==> config.mk <==
export PLATFORM = sky130hd
export DESIGN_NAME = flip_segment_clock_sequencer
export DESIGN_NICKNAME = d
export VERILOG_FILES = /design/src/hw/rtl/fsc_pkg.sv /design/src/hw/rtl/flip_segment_clock_sequencer.sv
export SDC_FILE = /design/constraint.sdc
export NUM_CORES = 1
export LEC_CHECK = 0
export ABC_AREA = 0
export BUFFER_PORTS_ARGS = -buffer_cell sky130_fd_sc_hd__buf_2
export CORE_MARGIN = 10
export CORE_UTILIZATION = 43
export CTS_BUF_LIST = sky130_fd_sc_hd__clkbuf_8
export DETAILED_ROUTE_END_ITERATION = 16
export SYNTH_ARGS = -nofsm -noshare
export SYNTH_HDL_FRONTEND = slang
export SYNTH_SLANG_ARGS = --single-unit
==> constraint.sdc <==
create_clock -name clk_i -period 6 [get_ports clk_i]
set_input_delay 1.2 -clock clk_i [delete_from_list [all_inputs] [get_ports clk_i]]
set_output_delay 1.2 -clock clk_i [all_outputs]
set_load 0.01 [all_outputs]
==> src/hw/rtl/fsc_pkg.sv <==
// fsc_pkg: types, constants and lookup tables for the flip-segment clock sequencer.
// Holds the microcode ROM, the stroke and sweep pattern tables and the digit split helper.
// No dependencies.
package fsc_pkg;

  // Field widths
  localparam int unsigned CfgW   = 10;
  localparam int unsigned WaitW  = 12;
  localparam int unsigned ModW   = 2;
  localparam int unsigned SegW   = 3;
  localparam int unsigned DigW   = 4;
  localparam int unsigned NumMod = 4;
  localparam int unsigned NumSeg = 7;
  localparam int unsigned PcW    = 3;
  localparam int unsigned AddrW  = 4;

  // Loop bounds and time limits
  localparam logic [SegW-1:0] LastSeg   = 3'd6;
  localparam logic [ModW-1:0] LastMod   = 2'd3;
  localparam logic [4:0]      HourMax   = 5'd23;
  localparam logic [5:0]      MinuteMax = 6'd59;
  localparam logic [4:0]      FoldAt    = 5'd12;

  // Register reset values
  localparam logic [CfgW-1:0] SegWriteRst = 10'd20;
  localparam logic [CfgW-1:0] BetweenRst  = 10'd60;
  localparam logic [CfgW-1:0] DigitGapRst = 10'd100;

  // Register indexes on the APB port (byte address / 4)
  typedef enum logic [1:0] {
    REG_SEG_WRITE = 2'd0,
    REG_BETWEEN   = 2'd1,
    REG_DIGIT_GAP = 2'd2
  } reg_idx_e;

  // Input actions
  typedef enum logic [1:0] {
    ACT_INIT    = 2'd0,
    ACT_UPDATE  = 2'd1,
    ACT_SWEEP_R = 2'd2,
    ACT_SWEEP_L = 2'd3
  } act_e;

  // Micro-operations
  typedef enum logic [2:0] {
    OP_WAIT,      // idle, dispatch on the accepted beat
    OP_CLEAR_ALL, // every segment of every module off
    OP_COMMIT,    // shown digits take the new digits
    OP_WRITE,     // write changed digits, module 0 up
    OP_UNWRITE,   // clear changed digits, module 3 down
    OP_SWEEP,     // two passes over the lit segments
    OP_FLUSH      // release the held command as the last one
  } op_e;

  typedef struct packed {
    op_e            op;
    logic [PcW-1:0] next;
  } ctrl_t;

  // Program addresses
  localparam logic [PcW-1:0] PcIdle     = 3'd0;
  localparam logic [PcW-1:0] PcClearAll = 3'd1;
  localparam logic [PcW-1:0] PcCommit   = 3'd2;
  localparam logic [PcW-1:0] PcWrite    = 3'd3;
  localparam logic [PcW-1:0] PcUnwrite  = 3'd4;
  localparam logic [PcW-1:0] PcSweep    = 3'd5;
  localparam logic [PcW-1:0] PcFlush    = 3'd6;

  // Microcode ROM
  function automatic ctrl_t ucode(input logic [PcW-1:0] pc);
    ctrl_t c;
    unique case (pc)
      PcIdle:     c = '{op: OP_WAIT,      next: PcIdle};
      PcClearAll: c = '{op: OP_CLEAR_ALL, next: PcCommit};
      PcCommit:   c = '{op: OP_COMMIT,    next: PcWrite};
      PcWrite:    c = '{op: OP_WRITE,     next: PcFlush};
      PcUnwrite:  c = '{op: OP_UNWRITE,   next: PcCommit};
      PcSweep:    c = '{op: OP_SWEEP,     next: PcFlush};
      PcFlush:    c = '{op: OP_FLUSH,     next: PcIdle};
      default:    c = '{op: OP_WAIT,      next: PcIdle};
    endcase
    return c;
  endfunction

  // Entry point per action
  function automatic logic [PcW-1:0] dispatch(input act_e act);
    logic [PcW-1:0] pc;
    unique case (act)
      ACT_INIT:    pc = PcClearAll;
      ACT_UPDATE:  pc = PcUnwrite;
      ACT_SWEEP_R: pc = PcSweep;
      ACT_SWEEP_L: pc = PcSweep;
      default:     pc = PcIdle;
    endcase
    return pc;
  endfunction

  // Stroke order per digit, first stroke in the low bits
  function automatic logic [SegW-1:0] stroke(input logic [DigW-1:0] dig,
                                             input logic [SegW-1:0] idx);
    logic [3*NumSeg-1:0] row;
    unique case (dig)
      4'd0:    row = {3'd0, 3'd5, 3'd4, 3'd3, 3'd2, 3'd1, 3'd0};
      4'd1:    row = {3'd0, 3'd0, 3'd0, 3'd0, 3'd0, 3'd2, 3'd1};
      4'd2:    row = {3'd0, 3'd0, 3'd3, 3'd4, 3'd6, 3'd1, 3'd0};
      4'd3:    row = {3'd0, 3'd0, 3'd3, 3'd2, 3'd6, 3'd1, 3'd0};
      4'd4:    row = {3'd0, 3'd0, 3'd0, 3'd2, 3'd1, 3'd6, 3'd5};
      4'd5:    row = {3'd0, 3'd0, 3'd3, 3'd2, 3'd6, 3'd5, 3'd0};
      4'd6:    row = {3'd0, 3'd6, 3'd2, 3'd3, 3'd4, 3'd5, 3'd0};
      4'd7:    row = {3'd0, 3'd0, 3'd0, 3'd0, 3'd2, 3'd1, 3'd0};
      4'd8:    row = {3'd2, 3'd3, 3'd4, 3'd1, 3'd6, 3'd5, 3'd0};
      4'd9:    row = {3'd0, 3'd0, 3'd2, 3'd1, 3'd0, 3'd5, 3'd6};
      default: row = '0;
    endcase
    return row[3*idx +: 3];
  endfunction

  // Strokes per digit; no strokes for a code above nine
  function automatic logic [SegW-1:0] stroke_cnt(input logic [DigW-1:0] dig);
    logic [SegW-1:0] n;
    unique case (dig)
      4'd0:    n = 3'd6;
      4'd1:    n = 3'd2;
      4'd2:    n = 3'd5;
      4'd3:    n = 3'd5;
      4'd4:    n = 3'd4;
      4'd5:    n = 3'd5;
      4'd6:    n = 3'd6;
      4'd7:    n = 3'd3;
      4'd8:    n = 3'd7;
      4'd9:    n = 3'd5;
      default: n = 3'd0;
    endcase
    return n;
  endfunction

  // Sweep pattern, first segment in the low bits
  localparam logic [3*NumSeg-1:0] PatRight = {3'd2, 3'd1, 3'd3, 3'd6, 3'd0, 3'd4, 3'd5};
  localparam logic [3*NumSeg-1:0] PatLeft  = {3'd5, 3'd4, 3'd0, 3'd6, 3'd3, 3'd1, 3'd2};

  function automatic logic [SegW-1:0] pattern(input logic left, input logic [SegW-1:0] idx);
    logic [3*NumSeg-1:0] row;
    row = left ? PatLeft : PatRight;
    return row[3*idx +: 3];
  endfunction

  // Tens digit of a minute value, at most 59
  function automatic logic [DigW-1:0] minute_tens(input logic [5:0] v);
    logic [DigW-1:0] t;
    priority if (v >= 6'd50) t = 4'd5;
    else if (v >= 6'd40)     t = 4'd4;
    else if (v >= 6'd30)     t = 4'd3;
    else if (v >= 6'd20)     t = 4'd2;
    else if (v >= 6'd10)     t = 4'd1;
    else                     t = 4'd0;
    return t;
  endfunction

endpackage

==> src/hw/rtl/flip_segment_clock_sequencer.sv <==
// flip_segment_clock_sequencer: microcoded coil-pulse sequencer for four flip-segment digits.
// Depends on fsc_pkg for the microcode ROM, stroke tables and types.
//
// Throughput: one microcode step per cycle while the output does not stall; a new input is
// accepted only once the program is back at idle. A sweep steps through 56 slots and the
// flush step.
// Output path: a command is held until the next pulse or the flush step so that the last one
// can be flagged; it then moves from the held register to the output register. Reset clears
// the lit segments and shown digits, returns the registers to 20/60/100 ms and parks the
// sequencer at idle.
module flip_segment_clock_sequencer (
  input  logic        clk_i,
  input  logic        rst_ni,
  // Input stream
  input  logic        s_tvalid,
  output logic        s_tready,
  input  logic [15:0] s_tdata,   // [1:0] action, [6:2] hour, [12:7] minute, rest zero
  // Command stream
  output logic        m_tvalid,
  input  logic        m_tready,
  output logic [23:0] m_tdata,   // [1:0] module_index, [4:2] segment_index,
                                 // [5] segment_flips, [17:6] wait_ms, rest zero
  output logic        m_tuser,   // [0] turn_on
  output logic        m_tlast,   // last_command
  // APB configuration
  input  logic        psel,
  input  logic        penable,
  input  logic        pwrite,
  input  logic [fsc_pkg::AddrW-1:0] paddr,
  input  logic [31:0] pwdata,
  output logic [31:0] prdata,
  output logic        pready
);

  localparam int unsigned ModW  = fsc_pkg::ModW;
  localparam int unsigned SegW  = fsc_pkg::SegW;
  localparam int unsigned DigW  = fsc_pkg::DigW;
  localparam int unsigned WaitW = fsc_pkg::WaitW;
  localparam int unsigned CfgW  = fsc_pkg::CfgW;

  // Sequencer control state
  logic [fsc_pkg::PcW-1:0] pc_q, pc_d;
  logic [ModW-1:0]         mod_q, mod_d;
  logic [SegW-1:0]         idx_q, idx_d;
  logic                    pass_q, pass_d;

  // Clock state and item context
  logic [6:0]      seg_q    [fsc_pkg::NumMod];
  logic [6:0]      before_q [fsc_pkg::NumMod];
  logic [DigW-1:0] shown_q  [fsc_pkg::NumMod];
  logic [DigW-1:0] nd_q     [fsc_pkg::NumMod];
  logic [3:0]      chg_q;
  logic            left_q;

  // Configuration
  logic [CfgW-1:0] seg_write_q, between_q, digit_gap_q;

  // Held command and output register
  logic             pend_v_q;
  logic [ModW-1:0]  pend_mod_q;
  logic [SegW-1:0]  pend_seg_q;
  logic             pend_on_q, pend_flip_q;
  logic [WaitW-1:0] pend_wait_q;
  logic             out_v_q;
  logic [ModW-1:0]  out_mod_q;
  logic [SegW-1:0]  out_seg_q;
  logic             out_on_q, out_flip_q, out_last_q;
  logic [WaitW-1:0] out_wait_q;

  fsc_pkg::ctrl_t ctrl;

  // Step datapath
  logic [ModW-1:0]  cmd_mod, dig_mod;
  logic [SegW-1:0]  cmd_seg, cnt;
  logic [DigW-1:0]  digit, lead;
  logic             cmd_on, cmd_flip, emit, inner_end, done, active, last_stroke;
  logic [WaitW-1:0] cmd_wait;
  logic             out_busy, stall, advance, out_load, in_acc, cfg_wr;

  // Input decode
  fsc_pkg::act_e    act;
  logic [4:0]       hour_sat, hour_fold;
  logic [5:0]       min_sat;
  logic [DigW-1:0]  new_dig [fsc_pkg::NumMod];
  logic [3:0]       new_chg;

  // ---------------------------------------------------------------------------
  // Time split: saturate, fold to 12-hour form, split into digits
  always_comb begin
    act       = fsc_pkg::act_e'(s_tdata[1:0]);
    hour_sat  = (s_tdata[6:2] > fsc_pkg::HourMax) ? fsc_pkg::HourMax : s_tdata[6:2];
    min_sat   = (s_tdata[12:7] > fsc_pkg::MinuteMax) ? fsc_pkg::MinuteMax : s_tdata[12:7];
    hour_fold = (hour_sat > fsc_pkg::FoldAt) ? hour_sat - fsc_pkg::FoldAt : hour_sat;
    new_dig[0] = (hour_fold >= 5'd10) ? 4'd1 : 4'd0;
    new_dig[1] = DigW'(hour_fold - ((hour_fold >= 5'd10) ? 5'd10 : 5'd0));
    new_dig[2] = fsc_pkg::minute_tens(min_sat);
    new_dig[3] = DigW'(min_sat - {2'b00, new_dig[2]} * 6'd10);
    for (int m = 0; m < fsc_pkg::NumMod; m++) begin
      new_chg[m] = (act == fsc_pkg::ACT_INIT) || (new_dig[m] != shown_q[m]);
    end
  end

  // ---------------------------------------------------------------------------
  // Control word decode and one step of the datapath
  always_comb begin
    ctrl        = fsc_pkg::ucode(pc_q);
    cmd_mod     = mod_q;
    cmd_seg     = idx_q;
    cmd_on      = 1'b0;
    emit        = 1'b0;
    inner_end   = 1'b0;
    done        = 1'b0;
    cmd_wait    = WaitW'(seg_write_q);
    dig_mod     = (ctrl.op == fsc_pkg::OP_UNWRITE) ? ~mod_q : mod_q;
    digit       = (ctrl.op == fsc_pkg::OP_UNWRITE) ? shown_q[dig_mod] : nd_q[dig_mod];
    lead        = (ctrl.op == fsc_pkg::OP_UNWRITE) ? shown_q[0] : nd_q[0];
    cnt         = fsc_pkg::stroke_cnt(digit);
    active      = chg_q[dig_mod] && ((dig_mod != '0) || (lead != '0)) && (cnt != '0);
    last_stroke = (idx_q == cnt - 3'd1);
    unique case (ctrl.op)
      fsc_pkg::OP_CLEAR_ALL: begin
        emit      = 1'b1;
        inner_end = (idx_q == fsc_pkg::LastSeg);
        done      = inner_end && (mod_q == fsc_pkg::LastMod);
      end
      fsc_pkg::OP_WRITE, fsc_pkg::OP_UNWRITE: begin
        cmd_mod   = dig_mod;
        cmd_seg   = fsc_pkg::stroke(digit, idx_q);
        cmd_on    = (ctrl.op == fsc_pkg::OP_WRITE);
        emit      = active;
        cmd_wait  = WaitW'(seg_write_q) + WaitW'(between_q) +
                    (last_stroke ? WaitW'(digit_gap_q) : '0);
        inner_end = !active || last_stroke;
        done      = inner_end && (mod_q == fsc_pkg::LastMod);
      end
      fsc_pkg::OP_SWEEP: begin
        cmd_mod   = left_q ? ~mod_q : mod_q;
        cmd_seg   = fsc_pkg::pattern(left_q, idx_q);
        cmd_on    = pass_q;
        emit      = before_q[cmd_mod][cmd_seg];
        inner_end = (idx_q == fsc_pkg::LastSeg);
        done      = inner_end && (mod_q == fsc_pkg::LastMod) && pass_q;
      end
      default: begin
        done = 1'b1;
      end
    endcase
    cmd_flip = cmd_on ^ seg_q[cmd_mod][cmd_seg];
  end

  // ---------------------------------------------------------------------------
  // Handshake and stall
  assign out_busy = out_v_q && !m_tready;
  assign stall    = (((ctrl.op == fsc_pkg::OP_FLUSH) || emit) && pend_v_q && out_busy);
  assign advance  = !stall;
  assign s_tready = (ctrl.op == fsc_pkg::OP_WAIT);
  assign in_acc   = s_tvalid && s_tready;
  assign out_load = advance && pend_v_q && (emit || (ctrl.op == fsc_pkg::OP_FLUSH));
  assign cfg_wr   = psel && penable && pwrite;

  // Step counter and program counter
  always_comb begin
    pc_d   = pc_q;
    mod_d  = mod_q;
    idx_d  = idx_q;
    pass_d = pass_q;
    unique case (ctrl.op)
      fsc_pkg::OP_WAIT: begin
        if (in_acc) pc_d = fsc_pkg::dispatch(act);
        mod_d  = '0;
        idx_d  = '0;
        pass_d = 1'b0;
      end
      fsc_pkg::OP_COMMIT, fsc_pkg::OP_FLUSH: begin
        if (advance) pc_d = ctrl.next;
      end
      default: begin
        if (advance) begin
          if (done) begin
            pc_d   = ctrl.next;
            mod_d  = '0;
            idx_d  = '0;
            pass_d = 1'b0;
          end else if (inner_end) begin
            idx_d = '0;
            mod_d = mod_q + 2'd1;
            if (mod_q == fsc_pkg::LastMod) pass_d = ~pass_q;
          end else begin
            idx_d = idx_q + 3'd1;
          end
        end
      end
    endcase
  end

  // ---------------------------------------------------------------------------
  // Control and clock state registers
  always_ff @(posedge clk_i or negedge rst_ni) begin
    if (!rst_ni) begin
      pc_q        <= fsc_pkg::PcIdle;
      mod_q       <= '0;
      idx_q       <= '0;
      pass_q      <= 1'b0;
      pend_v_q    <= 1'b0;
      out_v_q     <= 1'b0;
      seg_write_q <= fsc_pkg::SegWriteRst;
      between_q   <= fsc_pkg::BetweenRst;
      digit_gap_q <= fsc_pkg::DigitGapRst;
      for (int m = 0; m < fsc_pkg::NumMod; m++) begin
        seg_q[m]   <= '0;
        shown_q[m] <= '0;
      end
    end else begin
      pc_q   <= pc_d;
      mod_q  <= mod_d;
      idx_q  <= idx_d;
      pass_q <= pass_d;
      // segment state follows every emitted pulse
      if (advance && emit) begin
        seg_q[cmd_mod][cmd_seg] <= cmd_on;
        pend_v_q <= 1'b1;
      end else if (out_load) begin
        pend_v_q <= 1'b0;
      end
      if (out_load)      out_v_q <= 1'b1;
      else if (m_tready) out_v_q <= 1'b0;
      if (ctrl.op == fsc_pkg::OP_COMMIT) begin
        for (int m = 0; m < fsc_pkg::NumMod; m++) shown_q[m] <= nd_q[m];
      end
      // register writes
      if (cfg_wr) begin
        unique case (fsc_pkg::reg_idx_e'(paddr[3:2]))
          fsc_pkg::REG_SEG_WRITE: seg_write_q <= pwdata[CfgW-1:0];
          fsc_pkg::REG_BETWEEN:   between_q   <= pwdata[CfgW-1:0];
          fsc_pkg::REG_DIGIT_GAP: digit_gap_q <= pwdata[CfgW-1:0];
          default: ;
        endcase
      end
    end
  end

  // ---------------------------------------------------------------------------
  // Item context, held command and output payload
  always_ff @(posedge clk_i) begin
    if (in_acc) begin
      chg_q  <= new_chg;
      left_q <= (act == fsc_pkg::ACT_SWEEP_L);
      for (int m = 0; m < fsc_pkg::NumMod; m++) begin
        nd_q[m]     <= new_dig[m];
        before_q[m] <= seg_q[m];
      end
    end
    if (out_load) begin
      out_mod_q  <= pend_mod_q;
      out_seg_q  <= pend_seg_q;
      out_on_q   <= pend_on_q;
      out_flip_q <= pend_flip_q;
      out_wait_q <= pend_wait_q;
      out_last_q <= (ctrl.op == fsc_pkg::OP_FLUSH);
    end
    if (advance && emit) begin
      pend_mod_q  <= cmd_mod;
      pend_seg_q  <= cmd_seg;
      pend_on_q   <= cmd_on;
      pend_flip_q <= cmd_flip;
      pend_wait_q <= cmd_wait;
    end
  end

  // ---------------------------------------------------------------------------
  // Register read back
  always_comb begin
    prdata = '0;
    unique case (fsc_pkg::reg_idx_e'(paddr[3:2]))
      fsc_pkg::REG_SEG_WRITE: prdata = 32'(seg_write_q);
      fsc_pkg::REG_BETWEEN:   prdata = 32'(between_q);
      fsc_pkg::REG_DIGIT_GAP: prdata = 32'(digit_gap_q);
      default:                prdata = '0;
    endcase
  end

  assign pready   = 1'b1;
  assign m_tvalid = out_v_q;
  assign m_tdata  = {6'd0, out_wait_q, out_flip_q, out_seg_q, out_mod_q};
  assign m_tuser  = out_on_q;
  assign m_tlast  = out_last_q;

endmodule
Word level (Yosys, flattened, before mapping)
Memories as Yosys holds them, arrays and structs flattened. A register that Yosys moved wholly into a read port is not among the register bits.
Cells that the tools add are included.
W data, S select, Z words.
{"block": "op_classes", "reduce_logical": 51, "addsub": 8, "shifts": 2, "eq_ne": 27, "n_bitwise": 6, "order_cmp": 16, "div_mod_pow": 0, "n_mul": 2, "mux": 68}
{"operator": "$mux W21", "n": 2}
{"operator": "$shiftx A21 B6 Y3", "n": 2}
{"operator": "$pmux W6 S6", "n": 1}
{"operator": "$pmux W10 S3", "n": 1}
{"operator": "$bwmux W28", "n": 1}
{"operator": "$mux W3", "n": 8}
{"operator": "$mux W4", "n": 6}
{"operator": "$eq A3 B3 Y1 const B", "n": 7}
{"operator": "$mux W7", "n": 3}
{"operator": "$mux W10", "n": 2}
{"operator": "$pmux W3 S2", "n": 3}
{"operator": "$logic_and A1 B1 Y1", "n": 16}
{"operator": "$mux W1", "n": 16}
{"operator": "$bmux W7 S2", "n": 1}
{"operator": "$demux W7 S2", "n": 1}
{"operator": "$mux W2", "n": 7}
{"operator": "$add A11 B10 Y12", "n": 1}
{"operator": "$eq A3 B2 Y1 const B", "n": 4}
{"operator": "$ge A6 B5 Y1 const B", "n": 2}
{"operator": "$ge A6 B6 Y1 const B", "n": 2}
{"operator": "$ne A4 B4 Y1", "n": 3}
{"operator": "$reduce_bool A3 Y1", "n": 4}
{"operator": "$add A10 B10 Y11", "n": 1}
{"operator": "$mux W5", "n": 2}
{"operator": "other kinds (47)", "n": 84}
{"block": "word_totals", "mem_bits_rw": 44, "output_inout_bits": 61, "mem_count": 4, "inputBits": 59, "latch_bits": 0, "word_cells": 212, "mem_bits_ro": 352, "ff_bits": 117}
{"name": "(name not given)", "words": 16, "width": 19, "read_ports": 1, "rd_clocked_by_memory_dff": 0, "wr": 0, "line": "fsc_pkg.sv:102", "rtl": "unique case (dig)"}
{"name": "(name not given)", "words": 16, "width": 3, "read_ports": 1, "rd_clocked_by_memory_dff": 0, "wr": 0, "line": "fsc_pkg.sv:121", "rtl": "unique case (dig)"}
{"name": "before_q", "words": 4, "width": 7, "read_ports": 1, "rd_clocked_by_memory_dff": 0, "wr": 4, "line": "flip_segment_clock_sequencer.sv:49", "rtl": "logic [6:0] before_q [fsc_pkg::NumMod];"}
{"name": "nd_q", "words": 4, "width": 4, "read_ports": 5, "rd_clocked_by_memory_dff": 3, "wr": 4, "line": "flip_segment_clock_sequencer.sv:51", "rtl": "logic [DigW-1:0] nd_q [fsc_pkg::NumMod];"}

Logic depth before layout (Yosys ltp)
An unclocked memory read counts as a cell.
{"block": "depth", "depth_word": 21, "mapped_depth": 29, "depth_no_buf": 27}

Worst setup path before layout
No wires, ideal clock.
{"block": "synth_timing", "path_kind": "register to register", "from": "register pc_q[1] (netlist name)", "to": "register pend_wait_q[9] (data pin)", "setup_time_ns": 0.270, "synth_period_minus_slack_ns": 5.695, "slack_ns": 0.305, "n_path_buf": 2, "t_required_ns": 5.730, "stages_incl_launch_ff": 28, "t_arrival_ns": 5.425, "path_cell_list": "dfrtp_1 or3b_1 buf_2 mux4_2 inv_1 ha_1 clkbuf_1 o21a_1 nor2_1 ha_1 xnor2_1 or3_1 o2111ai_2 nor2_1 and2_1 fa_1 ha_1 inv_1 fa_1 nor2b_1 o21ai_0 a21boi_0 o21ai_0 a21boi_0 o21ai_0 nand2b_1 xnor2_1 a21oi_1"}
{"block": "synth_between", "elab_chain_cells": 15, "elab_cells_between_ends": 23, "cone_classes": "add/sub: 2; eq/ne: 9; mux: 8; bitwise: 1; reduce/logical: 1; memory: 2"}
{"element": "start: declaration", "line": "flip_segment_clock_sequencer.sv:42", "rtl": "logic [fsc_pkg::PcW-1:0] pc_q, pc_d;"}
{"element": "start signal: assignment", "line": "flip_segment_clock_sequencer.sv:200", "rtl": "pc_q <= fsc_pkg::PcIdle;"}
{"element": "start signal: assignment", "line": "flip_segment_clock_sequencer.sv:214", "rtl": "pc_q <= pc_d;"}
{"element": "$eq A3 B3 Y1, or another cell as far along", "line": "fsc_pkg.sv:72", "rtl": "unique case (pc)"}
{"element": "$pmux W6 S6 (*)", "line": "fsc_pkg.sv:72"}
{"element": "$eq A3 B3 Y1", "line": "flip_segment_clock_sequencer.sv:114, flip_segment_clock_sequencer.sv:115, flip_segment_clock_sequencer.sv:120"}
{"element": "$mux W2", "line": "flip_segment_clock_sequencer.sv:114", "rtl": "dig_mod = (ctrl.op == fsc_pkg::OP_UNWRITE) ? ~mod_q : mod_q;"}
{"element": "$not A2 Y3 (implied by the code)", "line": "flip_segment_clock_sequencer.sv:115", "rtl": "digit = (ctrl.op == fsc_pkg::OP_UNWRITE) ? shown_q[dig_mod] : nd_q[dig_mod];"}
{"element": "$bmux W4 S2", "line": "flip_segment_clock_sequencer.sv:115"}
{"element": "$mux W4 (implied by the code) (2 in series)", "line": "flip_segment_clock_sequencer.sv:115"}
{"element": "$mux W4", "line": "flip_segment_clock_sequencer.sv:115"}
{"element": "$mem_v2 Z16 W3"}
{"element": "$sub A3 B1 Y3", "line": "flip_segment_clock_sequencer.sv:119", "rtl": "last_stroke = (idx_q == cnt - 3'd1);"}
{"element": "$eq A3 B3 Y1", "line": "flip_segment_clock_sequencer.sv:119"}
{"element": "$mux W10", "line": "flip_segment_clock_sequencer.sv:132", "rtl": "(last_stroke ? WaitW'(digit_gap_q) : '0);"}
{"element": "$add A11 B10 Y12", "line": "flip_segment_clock_sequencer.sv:131", "rtl": "cmd_wait = WaitW'(seg_write_q) + WaitW'(between_q) +"}
{"element": "$mux W10 (*)", "line": "flip_segment_clock_sequencer.sv:120", "rtl": "unique case (ctrl.op)"}
{"element": "via cmd_wait[9]", "line": "flip_segment_clock_sequencer.sv:77", "rtl": "logic [WaitW-1:0] cmd_wait;"}
{"element": "end signal: assignment", "line": "flip_segment_clock_sequencer.sv:266", "rtl": "pend_wait_q <= cmd_wait;"}
{"element": "end: declaration", "line": "flip_segment_clock_sequencer.sv:63", "rtl": "logic [WaitW-1:0] pend_wait_q;"}
Mark *: on every way through the listed nets, which the timed path passes. The rest lies on a longest branch. The select of a mux whose other input is x is not followed.
A chain may end at the register's enable or synchronous reset.

Worst setup path in the final report
Ends and elaborated chain as after synthesis.

==> impl_metrics.tcl <==
set metrics [dict create \
    rows 55 \
    sw_frac_of_total 0.439 \
    synth_edf_count 84 \
    die_y_um 173 \
    hold_class "reg -> reg" \
    hold_violations 0 \
    wl_met1_mm 10.5 \
    slew_headroom 0.230 \
    cap_violations 0 \
    top_layer "met4" \
    clock_sinks 165 \
    clkPwrFrac 0.113 \
    cts_hold_buf 0 \
    p_leak_nw 4.56 \
    ant_nets 0 \
    drc 0 \
    whs_ps 422 \
    fmax_mhz 176 \
    p_seq_frac 0.300 \
    numCtsBuffers 17 \
    utilization 0.486 \
    layout_common_cells "edfxtp_1, nand2_1, dfrtp_1, buf_2, mux2_2" \
    cts_htree_levels 4 \
    die_w_um 173 \
    dr.pass1.iters 5 \
    p_int_w 0.00377 \
    port_buffers 63 \
    grt_pass1_vias 6785 \
    end_kind "flop" \
    syn_area_um2 10000 \
    n_antenna_cell 0 \
    layout_commonest_cell "edfxtp_1" \
    status "completed" \
    detail_route.wirelength_mm 22.2 \
    clock_skew_ps 19.6 \
    gr-total-overflow 0 \
    critPathArrivalTime_ps 5850 \
    clk_pin_slew_worst_paths_ps 90 \
    ys_types 85 \
    placed_cell_area_um2 10600 \
    drt_iter0_markers 346 \
    worst-setup-path-type "reg -> reg" \
    synthFlopType "edfxtp_1" \
    clockRootBuffer "clkbuf_8" \
    pwr-share-comb 0.588 \
    grt_use_total 0.148 \
    startpoint_type "flop" \
    nNetsFinal 1038 \
    power_density_nw_per_um2 607 \
    irDropWorstVdd_uv 261 \
    hpwl_mm 16.5 \
    avgSynthCellArea_um2 11.6 \
    tightest_slew_ps 1150 \
    viasPerCell 5.35 \
    drive_gt1_frac 0.273 \
    fin_tns_setup_ps 0 \
    routed-wl-met2_mm 10.6 \
    antenna_found_initial 0 \
    grt_max_degree 48 \
    vias 6762 \
    clkLatencyLatePin_ps 460 \
    async_reset_ff_frac 0.491 \
    design_area_um2 11100 \
    die_area_um2 29800 \
    setup_violations 0 \
    syn-instance-count 868 \
    wl_per_cell_um 17.6 \
    required_ps 6170 \
    rsz0062_at_grt "yes" \
    period_share 0.946 \
    worstPathMaxFanout 10 \
    clk_path_buf_depth 2 \
    yosys_register_bits 165 \
    grt_pass1_wl_mm 36.4 \
    yosysSeqAreaShare 0.455 \
    globalplace.congestion 0.903 \
    p_switching_w 0.00295 \
    total_power_w 0.00672 \
    core_area_um2 22800 \
    area_growth_pct 10.4 \
    io_pins 120 \
    slew_viol_final 0 \
    synth-warning-count 0 \
    start_util 0.440 \
    wl_met3_um 835 \
    layout_min_cycle_time_ps 5680 \
    cts_tree "done" \
]
-- worst max-delay path: stages (launching register included) --
cell and delay (ps):
dfrtp_1 420, or3b_4 410, mux4_2 480, inv_2 120, ha_1 180, inv_1 80, a21oi_2 120, a31oi_1 70
ha_1 230, xnor2_1 160, or3_1 420, o2111ai_2 110, nor2_1 70, buf_4 180, and2_1 180, fa_1 480
ha_1 170, inv_1 60, fa_2 350, nor2b_1 110, o21ai_0 100, a21boi_1 210, o21ai_2 90, a21boi_2 150
o21ai_0 100, nand2b_1 130, xnor2_1 130, a21oi_1 80
-- timing repair --
action / CTS / global route
gates resized for setup: 0 / 13
setup buffers: 0 / 5
setup endpoints to repair: 0 / 5
-- kinds of logic (layout without fill, tap and decap cells) --
| logic type | Yosys count | count (layout) | synth area share |
|---|---|---|---|
| compound gates | 137 | 137 | 0.0957 |
| simple gates | 251 | 251 | 0.130 |
| xor+xnor | 25 | 25 | 0.0218 |
| flops | 165 | 165 | 0.455 |
| buf+inv | 113 | 170 | 0.0586 |
| fa+ha+maj | 40 | 40 | 0.0589 |
| mux | 135 | 135 | 0.179 |
| other cells | 2 | 29 | 0.000749 |
-- layer usage --
metal | vias to the layer above | GRT usage
met5 | - | 0
met4 | 0 | 0.0392
met3 | 16 | 0.0270
met2 | 117 | 0.237
met1 | 3358 | 0.204
li1 | 3271 | -
-- synth_stat cells (5+ instances only) --
cell      count  area [um2]
nand2_1      79         297
o211ai_1      5        37.5
nand2b_1     11        68.8
inv_1        37         139
xor2_1        6        52.6
nand4_1       7        43.8
and2_1       15        93.8
nor2_1       43         161
nor3_1       16        80.1
clkbuf_1     26        97.6
dfrtp_1      72        1800
dfstp_2       9         236
a21oi_1      28         140
mux2_1       21         236
edfxtp_1     84        2520
nand3_1      33         165
ha_1         28         350
buf_2         9        45.0
a21o_1        7        52.6
xnor2_1      19         166
nor2b_1       9        56.3
nor4_1        6        37.5
o21ai_0      37         185
mux2_2       58         653
buf_4        32         240
a31oi_1       6        37.5
fa_1         12         240
mux4_2       24         541
mux2i_1      28         280
-- power by group through the flow --
stage | logic [W] | registers [W] | clock network [W]
after floorplan | 0.00288 | 0.00199 | 0
after global placement | 0.00386 | 0.00202 | 0
after detailed placement | 0.00387 | 0.00204 | 0
after CTS | 0.00390 | 0.00201 | 0.000778
after global routing | 0.00439 | 0.00207 | 0.000826
final | 0.00395 | 0.00201 | 0.000757
-- sequential cells by signal, summed over array words and instances, names as in the netlist, 4 cells and up --
register and cells:
seg_q 28, digit_gap_q 10, out_wait_q 12, shown_q 12
between_q 10, chg_q 4, pend_wait_q 12, before_q 28
nd_q 12, seg_write_q 10
-- cell type report --
| type | instances | area [um2] |
|---|---|---|
| fill | 2074 | 11700 |
| multi-input combinational | 617 | 5020 |
| sequential | 165 | 4560 |
| timing repair buffer | 99 | 588 |
| tap | 313 | 392 |
| clock buffer | 17 | 234 |
| inverter | 39 | 149 |
| clock inverter | 15 | 130 |
-- path summary, 6_finish.rpt --
kind / endpoint / cells after the start / startpoint / slack (ps)
setup / recovery: pend_wait_q[9] / 27 / pc_q[1] / 320
hold / removal: out_wait_q[6] / 0 / pend_wait_q[6] / 420
setup reg to reg: pend_wait_q[9] / 27 / pc_q[1] / 320
hold reg to reg: out_wait_q[6] / 0 / pend_wait_q[6] / 420
max in group asynchronous: seg_q[16] / 2 / rst_ni / 4270
min in group asynchronous: seg_write_q[0] / 1 / rst_ni / 690
-- through the flow --
step	setup WS (ps)	cells
floorplan	305	895
global placement	58.8	1228
detailed placement	36.0	1228
CTS	9.07	1260
global route	-44.4	1265
finish	325	1265
No activity file was read; power rests on OpenSTA's default activity.
